$ cat config.mk
export PLATFORM = sky130hd
export DESIGN_NAME = pdc_scale
export DESIGN_NICKNAME = d
export VERILOG_FILES = /design/src/hdl/pd_controller_saturating_top_macros.svh /design/src/hdl/pdc_pkg.sv /design/src/hdl/pdc_scale.sv
export SDC_FILE = /design/constraint.sdc
export NUM_CORES = 1
export LEC_CHECK = 0
export ABC_CLOCK_PERIOD_IN_PS = 9000
export BUFFER_PORTS_ARGS = -buffer_cell sky130_fd_sc_hd__buf_2
export CORE_UTILIZATION = 35
export DETAILED_ROUTE_END_ITERATION = 16
export GPL_TIMING_DRIVEN = 0
export PLACE_DENSITY = 0.57
export RECOVER_POWER = 25
export SETUP_SLACK_MARGIN = 0.4
export SYNTH_ARGS = -nofsm -noshare
export SYNTH_HDL_FRONTEND = slang
export SYNTH_SLANG_ARGS = --single-unit
$ cat constraint.sdc
create_clock -name vclk -period 9
set_clock_uncertainty 0.2 [all_clocks]
set_input_delay 0.9 -clock vclk [all_inputs]
set_output_delay 0.9 -clock vclk [all_outputs]
set_load 0.005 [all_outputs]
$ cat src/hdl/pd_controller_saturating_top_macros.svh
// assertion macros for the pd controller top level
// no dependencies; included by pd_controller_saturating_top.sv
`ifndef PD_CONTROLLER_SATURATING_TOP_MACROS_SVH
`define PD_CONTROLLER_SATURATING_TOP_MACROS_SVH

// condition holds in the same cycle
`define PDC_ASSERT_NOW(label, clk, rst, ante, cons) \
   label: assert property (@(posedge clk) disable iff (rst) (ante) |-> (cons)) \
      else $error("pdc assertion failed");

// condition holds in the following cycle
`define PDC_ASSERT_NEXT(label, clk, rst, ante, cons) \
   label: assert property (@(posedge clk) disable iff (rst) (ante) |=> (cons)) \
      else $error("pdc assertion failed");

`endif

$ cat src/hdl/pdc_pkg.sv
// shared types and constants for the pd controller
// no dependencies; used by pdc_scale and pd_controller_saturating_top
package pdc_pkg;

   localparam int unsigned DataWidth  = 16;
   localparam int unsigned DriveWidth = 8;
   localparam int unsigned ProdWidth  = 2 * DataWidth + 1;
   localparam int unsigned SumWidth   = ProdWidth + 1;
   localparam int unsigned CsrIdxWidth = 2;

   localparam int signed SatLimit = 32767;
   localparam int signed DriveMax = 127;

   typedef logic signed [DataWidth-1:0]  sample_type;
   typedef logic        [DataWidth-1:0]  gain_type;
   typedef logic signed [ProdWidth-1:0]  prod_type;
   typedef logic signed [SumWidth-1:0]   sum_type;
   typedef logic signed [DriveWidth-1:0] drive_type;

   typedef enum logic [CsrIdxWidth-1:0] {
      CSR_TARGET_VALUE = 2'd0,
      CSR_PROP_GAIN    = 2'd1,
      CSR_DERIV_GAIN   = 2'd2
   } csr_index_type;

endpackage

$ cat src/hdl/pdc_scale.sv
// scales a clamped sum by 127/32767, truncating toward zero
// depends on pdc_pkg
module pdc_scale
   import pdc_pkg::*;
(
   input  sample_type clamped,
   output drive_type  drive
);

   logic        neg;
   logic [14:0] mag;
   logic [21:0] prod;
   logic [6:0]  quo_lo;
   logic [15:0] rem;
   logic [7:0]  quo;

   // divide by 2^15-1: high part plus one correction
   always_comb begin
      neg    = clamped[15];
      mag    = neg ? 15'(-clamped) : clamped[14:0];
      prod   = ({mag, 7'd0}) - 22'(mag);
      quo_lo = prod[21:15];
      rem    = {1'b0, prod[14:0]} + 16'(quo_lo);
      quo    = {1'b0, quo_lo} + ((rem >= 16'(SatLimit)) ? 8'd1 : 8'd0);
      drive  = neg ? drive_type'(-quo) : drive_type'(quo);
   end

endmodule

Word level (Yosys, flattened, before mapping)

Cells that the tools add are included.

Add/sub/neg operators: 5
Order comparisons: 1
Multiplexer cells: 3

Operators with widths:

| cell                                                   | count |
|---|---|
| subtractor 22 x 15 -> 22 bit                           | 1 |
| adder 15 x 7 -> 16 bit                                 | 1 |
| >= comparator 16 x 15 -> 1 bit (second input constant) | 1 |
| 2-to-1 mux 15 bit                                      | 1 |
| negator 15 bit                                         | 1 |
| adder 7 x 1 -> 8 bit                                   | 1 |
| 2-to-1 mux 8 bit                                       | 1 |
| negator 8 bit                                          | 1 |
| 2-to-1 mux 1 bit                                       | 1 |

Flip-flop bits (word level): 0
Logic and storage cells: 9

Logic depth before layout (Yosys ltp)

Depth after elaboration: 9
Mapped depth: 32

Least setup slack after synthesis

OpenSTA, ideal clock, no wires.

Kind: input-to-output
From: input port clamped[0]
To: output port drive[7]
Arrival time: 7.576 ns
Data required time: 7.900 ns
Slack: 0.324 ns
Stages on the path: 29
Path buffers: 2
Cell sequence: inv_1 -> ha_1 -> or3b_1 -> buf_4 -> o41ai_2 -> xnor2_1 -> clkinv_1 -> ha_1 -> a21oi_1 -> o21ai_0 -> a41o_1 -> nor2_1 -> o211ai_1 -> xor2_1 -> ha_1 -> clkbuf_1 -> a21o_1 -> a21oi_1 -> nor2_1 -> xnor2_1 -> a2111oi_0 -> nand3_1 -> o41ai_2 -> ha_1 -> xnor3_1 -> or3_1 -> a211oi_2 -> a21oi_1 -> a211oi_1

Longest elaborated chain between the ends: 9

RTL lines:

| what                           | line            | source |
|---|---|---|
| start: declaration             | pdc_scale.sv:6  | `input sample_type clamped,` |
| negator 15 bit                 | pdc_scale.sv:20 | `mag = neg ? 15'(-clamped) : clamped[14:0];` |
| 2-to-1 mux 15 bit *            | pdc_scale.sv:20 |  |
| subtractor 22 x 15 -> 22 bit * | pdc_scale.sv:21 | `prod = ({mag, 7'd0}) - 22'(mag);` |
| adder 15 x 7 -> 16 bit         | pdc_scale.sv:23 | `rem = {1'b0, prod[14:0]} + 16'(quo_lo);` |
| >= comparator 16 x 15 -> 1 bit | pdc_scale.sv:24 | `quo = {1'b0, quo_lo} + ((rem >= 16'(SatLimit)) ? 8'd1 : 8'd0);` |
| 2-to-1 mux 1 bit               | pdc_scale.sv:24 |  |
| adder 7 x 1 -> 8 bit *         | pdc_scale.sv:24 |  |
| negator 8 bit                  | pdc_scale.sv:25 | `drive = neg ? drive_type'(-quo) : drive_type'(quo);` |
| 2-to-1 mux 8 bit *             | pdc_scale.sv:25 |  |
| end: declaration               | pdc_scale.sv:7  | `output drive_type drive` |

Every way passes the cells marked *; elsewhere a longest branch is shown, timed or not.

Worst setup path in the final report

From: input port clamped[1]
To: output port drive[7]

The elaborated chain is that of the path after synthesis.

==> impl_metrics.toml <==
[run_status]
status = "finished, final reports clean"

[timing]
rsz0062_at_grt = "yes"
hold_viol_final = 0
finalSetupViolations = 0
fmax_ghz = 0.117
final.setup.tns_ps = 0
slew_headroom_pct = 53.9
maxSlewViolCount = 0
fin_ws_ps = 469
period_needed_ps = 8530
final.period_utilization_pct = 94.8
worst_slew_pin_slew_ps = 686

[finish]
fin_util_pct = 50.2
nNetsFinal = 411
sequential_cell_total = 0
antenna_cells = 0
clock_buffers = 0
final_cell_mix = "36 x buf_4, 29 x xnor2_1, 21 x buf_2, 21 x nand2_1, 16 x nor2_1"
area_growth_syn_to_layout_pct = 39.1
stdcell_area_sq_um = 3390
drive_gt1_share_pct = 40.7
regArea_sq_um = 0
layout_commonest_cell = "buf_4"

[yosys]
ys_warn_count = 0
syn_nets = 353
synth_xor_xnor_area_share_pct = 19.8
synth_compound_area_share_pct = 30.7
syn_area_sq_um = 2440
synth-simple-area-share_pct = 31.8
synth_area_leader_cell = "xnor2_1"
synth.area.top_cells = "xnor2_1 11%, ha_1 8.2%, xor2_1 5.0%, nand2_1 3.4%, a21oi_1 2.7%"
yosys-mux-area-fraction_pct = 1.75
seq_area_frac_synth_pct = 0
synth-adder-area-share_pct = 9.86
yosysUniqueCellTypes = 81
synth_top_family_by_area = "simple AND/OR/NAND/NOR gates"
synth_cells = 320
yosysTopAreaCellShare_pct = 11.1
synth.avg_cell_area_sq_um = 7.61

[routing]
ant_nets = 0
dr_wl_met2_um = 4080
routed_wl_um = 7850
dr.pass1.iters = 4
wl_per_cell_um = 17.2
drtIter0Drc = 183
vias_per_cell = 5.98
met1Wirelength_um = 3410
dr_wl_met3_um = 190
vias = 2726
route.detailed.drc = 0
dr.max_layer_used = "met4"

[critical_path]
path_class = "primary input to primary output"
start_kind = "primary input"
crit_start = "clamped[1]"
worstPathArrival_ps = 7430
endpoint_kind = "primary output"
max_stage_delay_ps = 420
crit_path_top_delay_cell = "o41ai_4"
cp_max_fo = 7
crit_required_ps = 7900

[power]
pwr-share-clk_pct = 0
switchingPower_uw = 199
p_int_uw = 159
sw_frac_of_total_pct = 55.6
leakagePower_uw = 0.00134
power_density_nw_per_um2 = 106
seq_power_share_pct = 0
ir_drop_v = 0.0000349
comb_power_share_pct = 100.0

[min_path]
worstHoldStart = "clamped[15]"
hold_class = "primary input to primary output"

[floorplanning]
die_h_um = 85.4
dieArea_sq_um = 7300
io_pins = 24
die_w_um = 85.4
num_rows = 30
initial_utilization_pct = 36.1
coreArea_sq_um = 6760

[global_routing]
grt-ovfl-total = 0
grt_max_degree = 11
antenna_found_initial = 0
grt_pass1_vias = 2460
grt_pass1_wl_um = 12000
track_usage_pct = 20.2

[place]
io_buffers = 22
dpl_cell_area_sq_um = 2650
pre_cts_slack_ps = -1270
dp_hpwl_um = 5670
place.gp.congestion = 0.926

[clocking]
hold_buffers = 0

[run]
drv_cap = 0
## final timing paths
| check | endpoint | slack (ps) | cells past startpoint |
|---|---|---|---|
| min | drive[1] | 2160 | 4 |
| max | drive[7] | 470 | 31 |
## power by group through the flow
stage | registers [uW] | logic, uW | clock network, uW
2_1_floorplan | 0 | 207 | 0
3_3_place_gp | 0 | 266 | 0
3_5_place_dp | 0 | 269 | 0
4_1_cts | 0 | 306 | 0
5_1_grt | 0 | 387 | 0
6_report | 0 | 358 | 0
## synth_stat cells, types with 3 or more instances
library cell	instances
nor2_1	17
nand2_1	22
a21oi_1	13
o21ai_0	12
nor2b_1	9
a31oi_1	9
or4_4	3
o31ai_1	3
buf_2	7
or3_1	4
xor2_1	14
nor4_1	3
nor3_1	9
and2_1	6
nor3b_1	3
and3_1	7
clkbuf_1	6
nand3_1	10
xnor2_1	31
ha_1	16
nand2b_1	4
a21o_1	6
o211ai_1	3
nand4_1	9
nor4b_1	3
xor2_2	3
inv_1	13
## metrics by stage
stage               std cells  hold slack [ps]  power (uW)
floorplan                 320             1770         207
global placement          422             2120         266
detailed placement        422             2150         269
CTS                       435             2150         306
global route              456             2210         387
finish                    456             2160         358
## routing by layer
metal	vias up	global-route usage, %
met5	-	0
li1	1349	-
met2	60	36.9
met4	0	4.24
met3	12	0.681
met1	1305	26.2
## timing repair
item | in CTS | in global routing
resized for setup | 47 | 65
setup buffers | 13 | 21
pin swaps | 21 | 33
endpoints found under the setup margin | 8 | 5
## worst max-delay path: cells and delay by family
family / cells / cell delay [ps]
AOI/OAI and AO/OA: 12 / 2880
and+or+nand+nor: 5 / 1180
adders and majority gates: 4 / 1030
buffers and inverters: 7 / 880
xor gates and xnor gates: 3 / 530
## cell type report
cell class         instances  area [sq um]
repair buffers            56           397
multi-input cells        288          2680
fillers                  642          3370
plain buffers             18           154
well taps                 80           100
inverters                 14          58.8
## cells by family after synthesis
group / after synthesis
buffers and inverters: 32
AO/OA/AOI/OAI: 86
multiplexers: 4
AND/OR/NAND/NOR: 129
XOR/XNOR: 50
adder cells (fa/ha/maj): 19
(Power assumes the default switching activity.)
